`config.mk`:
```
export PLATFORM = sky130hd
export DESIGN_NAME = sorted_timer_queue
export DESIGN_NICKNAME = d
export VERILOG_FILES = /design/src/rtl/stq_pkg.sv /design/src/rtl/sorted_timer_queue.sv /design/src/rtl/stq_ctrl.sv /design/src/rtl/stq_datapath.sv
export VERILOG_INCLUDE_DIRS = /design/src /design/src/rtl
export SDC_FILE = /design/constraint.sdc
export NUM_CORES = 1
export LEC_CHECK = 0
export BUFFER_PORTS_ARGS = -buffer_cell sky130_fd_sc_hd__buf_2
export CAP_MARGIN = 20
export CORE_MARGIN = 3
export CORE_UTILIZATION = 30
export CTS_BUF_LIST = sky130_fd_sc_hd__clkbuf_2
export DETAILED_ROUTE_END_ITERATION = 8
export GPL_ROUTABILITY_DRIVEN = 0
export SYNTH_ARGS = -nofsm -noshare
export SYNTH_HDL_FRONTEND = slang
export SYNTH_SLANG_ARGS = --single-unit
```
`constraint.sdc`:
```
create_clock -name clk -period 6.8 [get_ports clk]
set_input_delay 0 -clock clk [delete_from_list [all_inputs] [get_ports clk]]
set_output_delay 0 -clock clk [all_outputs]
set_load 0.005 [all_outputs]
```
`src/rtl/sorted_timer_queue_macros.svh`:
```
// Assertion macros of the sorted timer queue RTL.
`ifndef SORTED_TIMER_QUEUE_MACROS_SVH
`define SORTED_TIMER_QUEUE_MACROS_SVH

// Same-cycle implication, checked on every rising clk outside reset.
`define STQ_ASSERT_IMP(label, ante, cons, msg) \
  label: assert property (@(posedge clk) disable iff (rst) (ante) |-> (cons)) \
    else $error(msg);

// Next-cycle implication, checked on every rising clk outside reset.
`define STQ_ASSERT_NXT(label, ante, cons, msg) \
  label: assert property (@(posedge clk) disable iff (rst) (ante) |=> (cons)) \
    else $error(msg);

`endif

```
`src/rtl/stq_pkg.sv`:
```
// Shared constants, types and helpers of the sorted timer queue.
package stq_pkg;

  localparam int NUM_TIMERS = 16;
  localparam int TIME_W     = 32;
  localparam int SLOT_W     = (NUM_TIMERS > 1) ? $clog2(NUM_TIMERS) : 1;
  localparam int CNT_W      = $clog2(NUM_TIMERS + 1);

  localparam int ACT_W  = 2;
  localparam int ID_W   = 4;
  localparam int AMT_W  = 32;
  localparam int PRIO_W = 3;
  localparam int DL_W   = 32;

  localparam logic [ACT_W-1:0] ACT_START   = 2'd0;
  localparam logic [ACT_W-1:0] ACT_RESTART = 2'd1;
  localparam logic [ACT_W-1:0] ACT_STOP    = 2'd2;
  localparam logic [ACT_W-1:0] ACT_EXPIRE  = 2'd3;

  localparam logic KIND_FIRED  = 1'b0;
  localparam logic KIND_STATUS = 1'b1;

  // Read address source of the slot memory.
  typedef enum logic [1:0] {
    RD_ID,
    RD_HEAD,
    RD_NEXT
  } rd_sel_t;

  typedef struct packed {
    logic [PRIO_W-1:0] prio;
    logic [TIME_W-1:0] expiry;
  } entry_t;

  typedef struct packed {
    logic    load;
    logic    rd_en;
    rd_sel_t rd_sel;
    logic    wr_start;
    logic    wr_restart;
    logic    rm_id;
    logic    rm_head;
    logic    pos_clr;
    logic    pos_inc;
    logic    ins;
    logic    emit_fire_id;
    logic    emit_fire_head;
    logic    emit_status;
  } stq_cmd_t;

  typedef struct packed {
    logic [ACT_W-1:0] act;
    logic             in_range;
    logic             amt_zero;
    logic             list_empty;
    logic             walk_end;
    logic             walk_le;
    logic             head_due;
    logic             out_free;
    logic [CNT_W-1:0] count;
  } stq_stat_t;

  // Wrap-around compare: a is at or before b.
  function automatic logic at_or_before(logic [TIME_W-1:0] a, logic [TIME_W-1:0] b);
    logic [TIME_W-1:0] d;
    d = a - b;
    return (d == '0) || d[TIME_W-1];
  endfunction

endpackage

```
`src/rtl/sorted_timer_queue.sv`:
```
// Sorted timer queue: 16 slots, one list sorted by wrap-around expiry, status after each action.
// A zero-delay start emits a fired item ahead of its status item, and an expire check emits
// one fired item per due timer before it; start and restart walk the list to the insert point.
// Throughput: one transaction at a time, the next accepted once the status item is loaded.
// Reset empties the queue and the output register; slot times and priorities stay unknown.
`include "sorted_timer_queue_macros.svh"

module sorted_timer_queue (
  input  logic                        clk,
  input  logic                        rst,
  // input channel
  input  logic                        in_valid,
  output logic                        in_ready,
  input  logic [stq_pkg::ACT_W-1:0]   action,
  input  logic [stq_pkg::ID_W-1:0]    timer_id,
  input  logic [stq_pkg::AMT_W-1:0]   amount,
  input  logic [stq_pkg::PRIO_W-1:0]  prio,
  input  logic [stq_pkg::AMT_W-1:0]   now,
  // result channel
  output logic                        out_valid,
  input  logic                        out_ready,
  output logic                        kind,
  output logic [stq_pkg::ID_W-1:0]    fired_id,
  output logic [stq_pkg::PRIO_W-1:0]  fired_prio,
  output logic [stq_pkg::DL_W-1:0]    deadline,
  output logic                        deadline_valid,
  output logic                        last
);
  import stq_pkg::*;

  // The controller sequences each transaction: decode, unlink the slot, write its
  // new expiry, walk the list to the insertion point, then emit fired items and
  // finally the status item. The datapath owns the slot memory, the order list,
  // the queued flags and count, and the output register.
  stq_cmd_t  cmd;
  stq_stat_t stat;

  stq_ctrl u_ctrl (
    .clk      (clk),
    .rst      (rst),
    .in_valid (in_valid),
    .in_ready (in_ready),
    .stat     (stat),
    .cmd      (cmd)
  );

  stq_datapath u_datapath (
    .clk            (clk),
    .rst            (rst),
    .cmd            (cmd),
    .stat           (stat),
    .action         (action),
    .timer_id       (timer_id),
    .amount         (amount),
    .prio           (prio),
    .now            (now),
    .out_ready      (out_ready),
    .out_valid      (out_valid),
    .kind           (kind),
    .fired_id       (fired_id),
    .fired_prio     (fired_prio),
    .deadline       (deadline),
    .deadline_valid (deadline_valid),
    .last           (last)
  );

  // A transaction just taken keeps the input side closed for its whole run.
  `STQ_ASSERT_NXT(a_busy_after_accept, in_valid && in_ready, !in_ready, "input taken while busy")
  // The status item, and only it, closes a transaction.
  `STQ_ASSERT_IMP(a_last_is_status, out_valid, kind == last, "last flag and kind disagree")
  // Each slot is queued at most once, so the count never passes the slot total.
  `STQ_ASSERT_IMP(a_count_bound, 1'b1, stat.count <= CNT_W'(NUM_TIMERS), "queue count overflow")
  // A result is loaded only when the output register is free or being drained.
  `STQ_ASSERT_IMP(a_emit_free, cmd.emit_fire_id || cmd.emit_fire_head || cmd.emit_status,
    stat.out_free, "result overwrote a pending transaction")

endmodule

```
`src/rtl/stq_ctrl.sv`:
```
// Sequencing state machine of the sorted timer queue.
module stq_ctrl (
  input  logic              clk,
  input  logic              rst,
  input  logic              in_valid,
  output logic              in_ready,
  input  stq_pkg::stq_stat_t stat,
  output stq_pkg::stq_cmd_t  cmd
);
  import stq_pkg::*;

  typedef enum logic [3:0] {
    S_IDLE,
    S_DECODE,
    S_RESTART,
    S_INS_START,
    S_INS_WALK,
    S_INS_DO,
    S_FIRE,
    S_EXP_START,
    S_EXP_CHK,
    S_STAT_START,
    S_STAT_EMIT
  } state_t;

  state_t state, state_next;

  always_ff @(posedge clk) begin
    if (rst) begin
      state <= S_IDLE;
    end else begin
      state <= state_next;
    end
  end

  assign in_ready = (state == S_IDLE);

  always_comb begin
    cmd        = '0;
    cmd.rd_sel = RD_HEAD;
    state_next = state;
    unique case (state)
      S_IDLE: begin
        if (in_valid) begin
          cmd.load   = 1'b1;
          state_next = S_DECODE;
        end
      end
      S_DECODE: begin
        if (stat.act == ACT_EXPIRE) begin
          state_next = S_EXP_START;
        end else if (!stat.in_range) begin
          state_next = S_STAT_START;
        end else begin
          // drop the slot from the list if it is queued
          cmd.rm_id = 1'b1;
          priority if (stat.act == ACT_START) begin
            cmd.wr_start = 1'b1;
            state_next   = stat.amt_zero ? S_FIRE : S_INS_START;
          end else if (stat.act == ACT_RESTART) begin
            cmd.rd_en  = 1'b1;
            cmd.rd_sel = RD_ID;
            state_next = S_RESTART;
          end else begin
            state_next = S_STAT_START;
          end
        end
      end
      S_RESTART: begin
        cmd.wr_restart = 1'b1;
        state_next     = S_INS_START;
      end
      S_INS_START: begin
        cmd.pos_clr = 1'b1;
        if (stat.list_empty) begin
          state_next = S_INS_DO;
        end else begin
          cmd.rd_en  = 1'b1;
          cmd.rd_sel = RD_HEAD;
          state_next = S_INS_WALK;
        end
      end
      S_INS_WALK: begin
        if (stat.walk_le) begin
          cmd.pos_inc = 1'b1;
          if (stat.walk_end) begin
            state_next = S_INS_DO;
          end else begin
            cmd.rd_en  = 1'b1;
            cmd.rd_sel = RD_NEXT;
          end
        end else begin
          state_next = S_INS_DO;
        end
      end
      S_INS_DO: begin
        cmd.ins    = 1'b1;
        state_next = S_STAT_START;
      end
      S_FIRE: begin
        if (stat.out_free) begin
          cmd.emit_fire_id = 1'b1;
          state_next       = S_STAT_START;
        end
      end
      S_EXP_START: begin
        if (stat.list_empty) begin
          state_next = S_STAT_START;
        end else begin
          cmd.rd_en  = 1'b1;
          cmd.rd_sel = RD_HEAD;
          state_next = S_EXP_CHK;
        end
      end
      S_EXP_CHK: begin
        if (!stat.head_due) begin
          state_next = S_STAT_START;
        end else if (stat.out_free) begin
          cmd.emit_fire_head = 1'b1;
          cmd.rm_head        = 1'b1;
          state_next         = S_EXP_START;
        end
      end
      S_STAT_START: begin
        if (stat.list_empty) begin
          if (stat.out_free) begin
            cmd.emit_status = 1'b1;
            state_next      = S_IDLE;
          end
        end else begin
          cmd.rd_en  = 1'b1;
          cmd.rd_sel = RD_HEAD;
          state_next = S_STAT_EMIT;
        end
      end
      S_STAT_EMIT: begin
        if (stat.out_free) begin
          cmd.emit_status = 1'b1;
          state_next      = S_IDLE;
        end
      end
      default: begin
        state_next = S_IDLE;
      end
    endcase
  end

endmodule

```
`src/rtl/stq_datapath.sv`:
```
// Slot memory, sorted order list and output register of the sorted timer queue.
module stq_datapath (
  input  logic                        clk,
  input  logic                        rst,
  input  stq_pkg::stq_cmd_t           cmd,
  output stq_pkg::stq_stat_t          stat,
  input  logic [stq_pkg::ACT_W-1:0]   action,
  input  logic [stq_pkg::ID_W-1:0]    timer_id,
  input  logic [stq_pkg::AMT_W-1:0]   amount,
  input  logic [stq_pkg::PRIO_W-1:0]  prio,
  input  logic [stq_pkg::AMT_W-1:0]   now,
  input  logic                        out_ready,
  output logic                        out_valid,
  output logic                        kind,
  output logic [stq_pkg::ID_W-1:0]    fired_id,
  output logic [stq_pkg::PRIO_W-1:0]  fired_prio,
  output logic [stq_pkg::DL_W-1:0]    deadline,
  output logic                        deadline_valid,
  output logic                        last
);
  import stq_pkg::*;

  // latched transaction
  logic [ACT_W-1:0]  act_q;
  logic [ID_W-1:0]   id_q;
  logic [TIME_W-1:0] amt_q;
  logic [PRIO_W-1:0] prio_q;
  logic [TIME_W-1:0] now_q;
  logic [TIME_W-1:0] new_exp;

  logic [SLOT_W-1:0] order_list [NUM_TIMERS];
  logic [NUM_TIMERS-1:0] queued;
  logic [CNT_W-1:0]  count;
  logic [CNT_W-1:0]  pos;

  entry_t            mem [NUM_TIMERS];
  entry_t            rd_data;
  entry_t            wr_data;
  logic              wr_en;
  logic [SLOT_W-1:0] rd_addr;
  logic [SLOT_W-1:0] slot_q;
  logic [SLOT_W-1:0] next_idx;

  logic [SLOT_W-1:0]     rm_slot;
  logic                  rm_go;
  logic [NUM_TIMERS-1:0] match;
  logic [NUM_TIMERS-1:0] shift_ge;
  logic                  out_free;
  logic                  emit_any;

  assign slot_q   = SLOT_W'(id_q);
  assign next_idx = SLOT_W'(pos + CNT_W'(1));

  always_ff @(posedge clk) begin
    if (cmd.load) begin
      act_q  <= action;
      id_q   <= timer_id;
      amt_q  <= TIME_W'(amount);
      prio_q <= prio;
      now_q  <= TIME_W'(now);
    end
  end

  // slot memory: one write and one registered read port
  always_comb begin
    unique case (cmd.rd_sel)
      RD_ID:   rd_addr = slot_q;
      RD_HEAD: rd_addr = order_list[0];
      RD_NEXT: rd_addr = order_list[next_idx];
      default: rd_addr = slot_q;
    endcase
  end

  always_comb begin
    wr_en = cmd.wr_start || cmd.wr_restart;
    if (cmd.wr_restart) begin
      wr_data.prio   = rd_data.prio;
      wr_data.expiry = rd_data.expiry + amt_q;
    end else begin
      wr_data.prio   = prio_q;
      wr_data.expiry = now_q + amt_q;
    end
  end

  always_ff @(posedge clk) begin
    if (wr_en) begin
      mem[slot_q] <= wr_data;
      new_exp     <= wr_data.expiry;
    end
    if (cmd.rd_en) begin
      rd_data <= mem[rd_addr];
    end
  end

  // removal: find the slot in the live part of the list, close the gap
  assign rm_slot = cmd.rm_head ? order_list[0] : slot_q;
  assign rm_go   = (cmd.rm_head || cmd.rm_id) && queued[rm_slot];

  always_comb begin
    for (int j = 0; j < NUM_TIMERS; j++) begin
      match[j] = (order_list[j] == rm_slot) && (CNT_W'(j) < count);
    end
    for (int j = 0; j < NUM_TIMERS; j++) begin
      shift_ge[j] = |(match & ({NUM_TIMERS{1'b1}} >> (NUM_TIMERS - 1 - j)));
    end
  end

  for (genvar g = 0; g < NUM_TIMERS; g++) begin : g_list
    localparam int UP = (g > 0) ? g - 1 : 0;
    localparam int DN = (g < NUM_TIMERS - 1) ? g + 1 : g;
    localparam logic [CNT_W-1:0] GIDX = CNT_W'(g);
    always_ff @(posedge clk) begin
      if (rm_go && shift_ge[g]) begin
        order_list[g] <= order_list[DN];
      end else if (cmd.ins && (GIDX > pos)) begin
        order_list[g] <= order_list[UP];
      end else if (cmd.ins && (GIDX == pos)) begin
        order_list[g] <= slot_q;
      end
    end
  end

  always_ff @(posedge clk) begin
    if (rst) begin
      queued <= '0;
      count  <= '0;
    end else begin
      if (rm_go) begin
        queued[rm_slot] <= 1'b0;
        count           <= count - CNT_W'(1);
      end
      if (cmd.ins) begin
        queued[slot_q] <= 1'b1;
        count          <= count + CNT_W'(1);
      end
    end
  end

  always_ff @(posedge clk) begin
    if (cmd.pos_clr) begin
      pos <= '0;
    end else if (cmd.pos_inc) begin
      pos <= pos + CNT_W'(1);
    end
  end

  // output register
  assign out_free = !out_valid || out_ready;
  assign emit_any = cmd.emit_fire_id || cmd.emit_fire_head || cmd.emit_status;

  always_ff @(posedge clk) begin
    if (rst) begin
      out_valid <= 1'b0;
    end else if (emit_any) begin
      out_valid <= 1'b1;
    end else if (out_ready) begin
      out_valid <= 1'b0;
    end
  end

  always_ff @(posedge clk) begin
    if (cmd.emit_fire_id) begin
      kind           <= KIND_FIRED;
      fired_id       <= id_q;
      fired_prio     <= prio_q;
      deadline       <= '0;
      deadline_valid <= 1'b0;
      last           <= 1'b0;
    end else if (cmd.emit_fire_head) begin
      kind           <= KIND_FIRED;
      fired_id       <= ID_W'(order_list[0]);
      fired_prio     <= rd_data.prio;
      deadline       <= '0;
      deadline_valid <= 1'b0;
      last           <= 1'b0;
    end else if (cmd.emit_status) begin
      kind           <= KIND_STATUS;
      fired_id       <= '0;
      fired_prio     <= '0;
      deadline       <= (count != '0) ? DL_W'(rd_data.expiry) : '0;
      deadline_valid <= (count != '0);
      last           <= 1'b1;
    end
  end

  always_comb begin
    stat.act        = act_q;
    stat.in_range   = (int'(id_q) < NUM_TIMERS);
    stat.amt_zero   = (amt_q == '0);
    stat.list_empty = (count == '0);
    stat.walk_end   = ((pos + CNT_W'(1)) == count);
    stat.walk_le    = at_or_before(rd_data.expiry, new_exp);
    stat.head_due   = at_or_before(rd_data.expiry, now_q);
    stat.out_free   = out_free;
    stat.count      = count;
  end

endmodule

```
Word-level counts from Yosys, hierarchy flattened --
Memories as Yosys holds them, arrays and structs flattened. A register that Yosys moved wholly into a read port is not among the register bits. Index checks and enable logic that the tools add are counted.
Cells by class: add/subtract/negate cells 7, $lt $le $gt $ge 36, eq/ne operators 50, muxes and demuxes 240, bitwise logic cells 35, reduce and logical (&&, ||, !) cells 104
Operators with widths (number):
- 2-to-1 mux 4 bit | 48
- 2-to-1 mux 1 bit | 169
- zero test 32 bit | 3
- logical AND 1 bit | 67
- adder 32 bit | 2
- equality test 4 bit | 16
- subtractor 32 bit | 2
- 2-to-1 mux 16 bit | 3
- one-hot mux 4 bit (11 select lines) | 1
- equality test 4 x 5 -> 1 bit, first input constant | 8
- greater-than comparator 4 x 5 -> 1 bit, first input constant | 8
- less-than comparator 4 x 5 -> 1 bit, first input constant | 8
- 2-to-1 mux 35 bit | 1
- 2-to-1 mux 32 bit | 1
- OR 1 bit | 32
- 2-to-1 mux 3 bit | 9
- equality test 3 x 5 -> 1 bit, first input constant | 4
- greater-than comparator 3 x 5 -> 1 bit, first input constant | 4
- less-than comparator 3 x 5 -> 1 bit, first input constant | 4
- AND 16 bit | 1
- equality test 4 x 3 -> 1 bit, second input constant | 4
- inverter 16 bit | 1
- OR 16 bit | 1
- OR reduction 16 bit | 1
- 49 further kinds | 74
Storage, ports and cells: register bits 177, bits in writable memories 624, output and inout bits 44, memories kept 2
Memories:
- u_datapath.mem | words 16, width 35, rd ports 1, clocked after memory_dff 1, write ports 1, RTL line stq_datapath.sv:36 | entry_t mem [NUM_TIMERS];
- u_datapath.order_list | words 16, width 4, rd ports 17, clocked after memory_dff 0, write ports 16, RTL line stq_datapath.sv:31 | logic [SLOT_W-1:0] order_list [NUM_TIMERS];

Depth between registers and ports, before layout --
depth in word-level cells 16, mapped depth 29, mapped depth without buffers 27

By module --
A second synthesis with hierarchy kept.
Unflattened totals: cells, all modules 3121, area total of the unflattened synthesis 41498.6 um^2
Modules (own cells, without submodules):
- stq_datapath | times used 1, cells each 3037, area an instance 40865.4 um^2, sequential area each 24373.4 um^2
- stq_ctrl | times used 1, cells each 84, area an instance 633.1 um^2, sequential area each 80.1 um^2

Worst setup path before layout --
OpenSTA, ideal clock, no wires.
path type register -> register, start register u_datapath.rd_data[0] (netlist name), end register u_datapath.rd_data[29] (netlist name), library setup time 0.268 ns, arrival time 6.509 ns, required time 6.532 ns, setup slack 0.023 ns, stages on the path, launching flop included 29, buffers on the path 2, cells stage by stage edfxtp_1 > inv_1 > ha_1 > fa_1 > nor2b_1 > o21a_1 > o21a_1 > o21ai_0 > a311oi_1 > a22oi_1 > a21oi_1 > a41oi_1 > o21ai_0 > a31oi_1 > a311o_1 > a31oi_1 > nor2_1 > a31oi_1 > inv_1 > ha_1 > a22oi_1 > nor2_1 > a21oi_1 > clkbuf_1 > buf_1 > mux4_2 > mux2_2 > nand2_1 > o21ai_0
On the way: longest elaborated chain between the ends 7, elaborated cells on any way between the ends 8, classes of those cells add/sub (1); eq/ne (2); mux (3); reduce/logical (2)
Ends and longest elaborated chain:
- subtractor 32 bit * | RTL line stq_pkg.sv:66 | d = a - b;
- zero test 32 bit | RTL line stq_pkg.sv:67 | return (d == '0) || d[TIME_W-1];
- logical OR 1 bit * | RTL line stq_pkg.sv:67
- 2-to-1 mux 3 bit * | RTL line stq_ctrl.sv:84 | if (stat.walk_le) begin
- one-hot mux 3 bit (3 select lines) * | RTL line stq_ctrl.sv:42 | unique case (state)
- equality test 2 bit / equality test 2 x 1 -> 1 bit (equally long branches) | RTL line stq_datapath.sv:66 | unique case (cmd.rd_sel)
- one-hot mux 4 bit (2 select lines) | RTL line stq_datapath.sv:66
Every way passes the cells marked *; elsewhere a longest branch is shown, timed or not. A chain may end at the register's enable or synchronous reset.

==> out/qor.txt <==
GR Overflow Total -> 0
Synth warnings -> 0
Arrival time at the worst endpoint -> 7.72 ns
First-pass GRT wire length -> 177000 um
Final setup viols -> 0
IR Drop Worst-Case VDD -> 0.340 mV
Starting density of the core -> 0.303
Setup TNS -> 0 ns
Largest stage delay, worst path -> 0.59 ns
Main synth FF type -> edfxtp_1
Hold Path Class -> input pin to register
Async S/R FF share, synth -> 0
Num ports -> 121
Clk pin slew, worst setup/hold paths -> 0.12 ns
CTS buffer count -> 205
#FFs+latches synth -> 836
Worst Tran Pin Value -> 1.12 ns
Type of origin of the critical path -> register
Initial antenna violation count -> 3
Post-Syn Nets -> 3104
Leak -> 0.0176 uW
Num rows -> 134
Post-Syn Area per Cell -> 13.9 sq um
GRT Util Overall -> 0.166
Met1 track demand over resource -> 0.218
Final min period -> 6.55 ns
CP max stage cell -> fa_1
Most frequent cell after synthesis -> edfxtp_1
# nets final -> 3681
H-tree levels -> 4
Max Transition Viols Final -> 0
Cells after Synth -> 2923
Detail Route Antenna Nets -> 0
GR peak layer -> met2
M3 GR Usage -> 0.0304
Largest net degree at the start of global routing -> 71
Vias in the first global route -> 28454
Setup WS post-layout -> 0.246 ns
Status -> complete, no violations
CTS tree -> yes
Vias per cell -> 5.20
Final Skew -> 0.200 ns
DR vias -> 28353
Slew HR -> 0.250
Clock root buffer -> clkbuf_2
EDFF count, synth -> 771
Crit-path max FO -> 13
IO Port Bufs -> 120
Pwr Total -> 25800 uW
Wirelength per Cell -> 21.7 um
Area of the multi-input gates -> 15300 sq um
Fin Hold WS -> 0.200 ns
Crit end category -> register
CP cell instances -> ha_1 > fa_1 > nand2_1 > a211oi_1 > a31oi_1 > a2111oi_2 > nand4_1 > or4_1 > or4_1 > or4_4 > o31a_4 > nor4_4 > buf_4 > or3_1 > a221oi_1 > buf_4 > nor4_4 > nand4_4 > nor4bb_1 > o21ai_1
Met2 usage -> 0.270
WP data required -> 7.97 ns
Later-pin clock latency in the skew report -> 1.58 ns
RSZ-0062 raised after global routing -> no
Final wirelength -> 119000 um
Top cells by count, synth -> 771 x edfxtp_1, 230 x nand2_1, 207 x o21ai_0
Area growth syn-to-layout -> 21.1%
P per Cell Area -> 525 nW/um^2
Post-synth cell types -> 108
Syn Std Cell Area -> 40500 sq um
Synth top area cells -> edfxtp_1 57%, mux4_2 8.7%, dfxtp_1 3.2%
Drt drc -> 0
Synth area leader -> edfxtp_1
Core footprint -> 134000 sq um
Layout cells sized above 1 -> 0.255
Die area -> 139000 sq um
Max Cap Violations -> 0
Register area -> 24500 sq um
HPWL after DPL -> 75400 um
Clock sink count -> 836
Final hold viol count -> 0
Tcrit/Tclk final -> 0.964
Top cell type's share of synthesized area -> 0.572
Fill count -> 12744
Dpl ws -> -0.311 ns
Register area share after synthesis -> 0.604
CP Buf/Inv Count -> 2
CP delay by family, top -> simple AND/OR/NAND/NOR gates
Chip width -> 373 um
Fmax -> 153 MHz
Iteration-0 DRC Markers -> 2903
Clock buffer depth -> 3
First-pass DRT Iterations -> 9
Worst Path Class, Setup -> register to register
Die span in y -> 373 um
==> sequential cells by signal, summed over array words and instances (netlist names), 2 cells and up <==
name                   count
u_datapath.queued         16
u_datapath.new_exp        32
u_datapath.mem           560
u_ctrl.state               4
u_datapath.act_q           2
u_datapath.order_list     64
u_datapath.amt_q          32
u_datapath.rd_data        35
u_datapath.deadline       32
u_datapath.prio_q          3
u_datapath.fired_id        4
u_datapath.now_q          32
u_datapath.pos             5
u_datapath.id_q            4
u_datapath.fired_prio      3
u_datapath.count           5
==> per-stage QoR <==
stage / instance area, sq um / cells / util
global placement: 44300 / 4816 / 0.331
floorplan: 40500 / 2923 / -
finish: 49000 / 5455 / 0.367
global route: 49000 / 5451 / 0.367
detailed placement: 44300 / 4817 / 0.331
CTS: 48800 / 5435 / 0.364
==> final timing paths <==
| path | startpoint | to | slack (ns) | cells past startpoint |
|---|---|---|---|---|
| worst max-delay path | u_datapath.now_q[0] | u_datapath.order_list[12][0] | 0.25 | 20 |
| worst min-delay path | now[9] | u_datapath.now_q[9] | 0.20 | 4 |
| worst max register to register | u_datapath.now_q[0] | u_datapath.order_list[12][0] | 0.25 | 20 |
| worst min register to register | u_datapath.deadline_valid | u_datapath.deadline_valid | 0.45 | 1 |
==> worst register-to-register path: stages (launching register included) <==
cell and delay [ns]:
edfxtp_1 0.43, ha_1 0.25, fa_1 0.59, nand2_1 0.06
a211oi_1 0.17, a31oi_1 0.09, a2111oi_2 0.29, nand4_1 0.15
or4_1 0.53, or4_1 0.58, or4_4 0.58, o31a_4 0.48
nor4_4 0.20, buf_4 0.22, or3_1 0.13, a221oi_1 0.07
buf_4 0.16, nor4_4 0.39, nand4_4 0.23, nor4bb_1 0.43
o21ai_1 0.21
==> cells in the final DEF (no fill, tap or decap), types with 110 or more instances in the layout <==
cell,count
nor2_1,110
nand2_1,228
buf_4,140
clkbuf_2,320
mux4_2,156
o21ai_0,206
buf_2,120
dlygate4sd3_1,231
inv_1,120
edfxtp_1,771
==> kinds of logic (layout without fill, tap and decap cells) <==
family	Yosys count	count (layout)	synth area share
flip-flops	836	836	0.604
XOR/XNOR	105	105	0.0227
adder cells (fa/ha/maj)	104	104	0.0327
multiplexers	308	308	0.126
AO/OA/AOI/OAI	647	647	0.108
other	0	8	0
AND/OR/NAND/NOR	653	653	0.0805
buffers and inverters	270	1026	0.0264
==> timing repair <==
action                                 4_1_cts  5_1_grt
resized for setup                            6       31
hold buffers                               232        0
setup buffers                                0        7
gates cloned                                 0        2
pin swaps                                    0        6
setup endpoints to repair                   35       94
endpoints found under the hold margin      232        0
==> cell type report <==
cell class,count,area share
timing repair buffer,518,0.0919
antenna,8,0.000408
tap,1768,0.0451
clock inverter,66,0.00987
inverter,122,0.00934
multi-input combinational,1817,0.312
clock buffer,320,0.0327
sequential,836,0.499
==> power breakdown <==
| group | internal, uW | switching [uW] | total, uW | leakage, uW |
|---|---|---|---|---|
| registers | 8060 | 609 | 8670 | 0.00751 |
| logic | 5670 | 7790 | 13500 | 0.00851 |
| clock network | 1460 | 2170 | 3630 | 0.00156 |
==> layer usage <==
metal	wire length [um]	share of wire
met2	56700	0.48
met5	0	0
met1	49400	0.42
met4	3830	0.032
met3	8570	0.072
No activity file was read; power rests on OpenSTA's default activity.
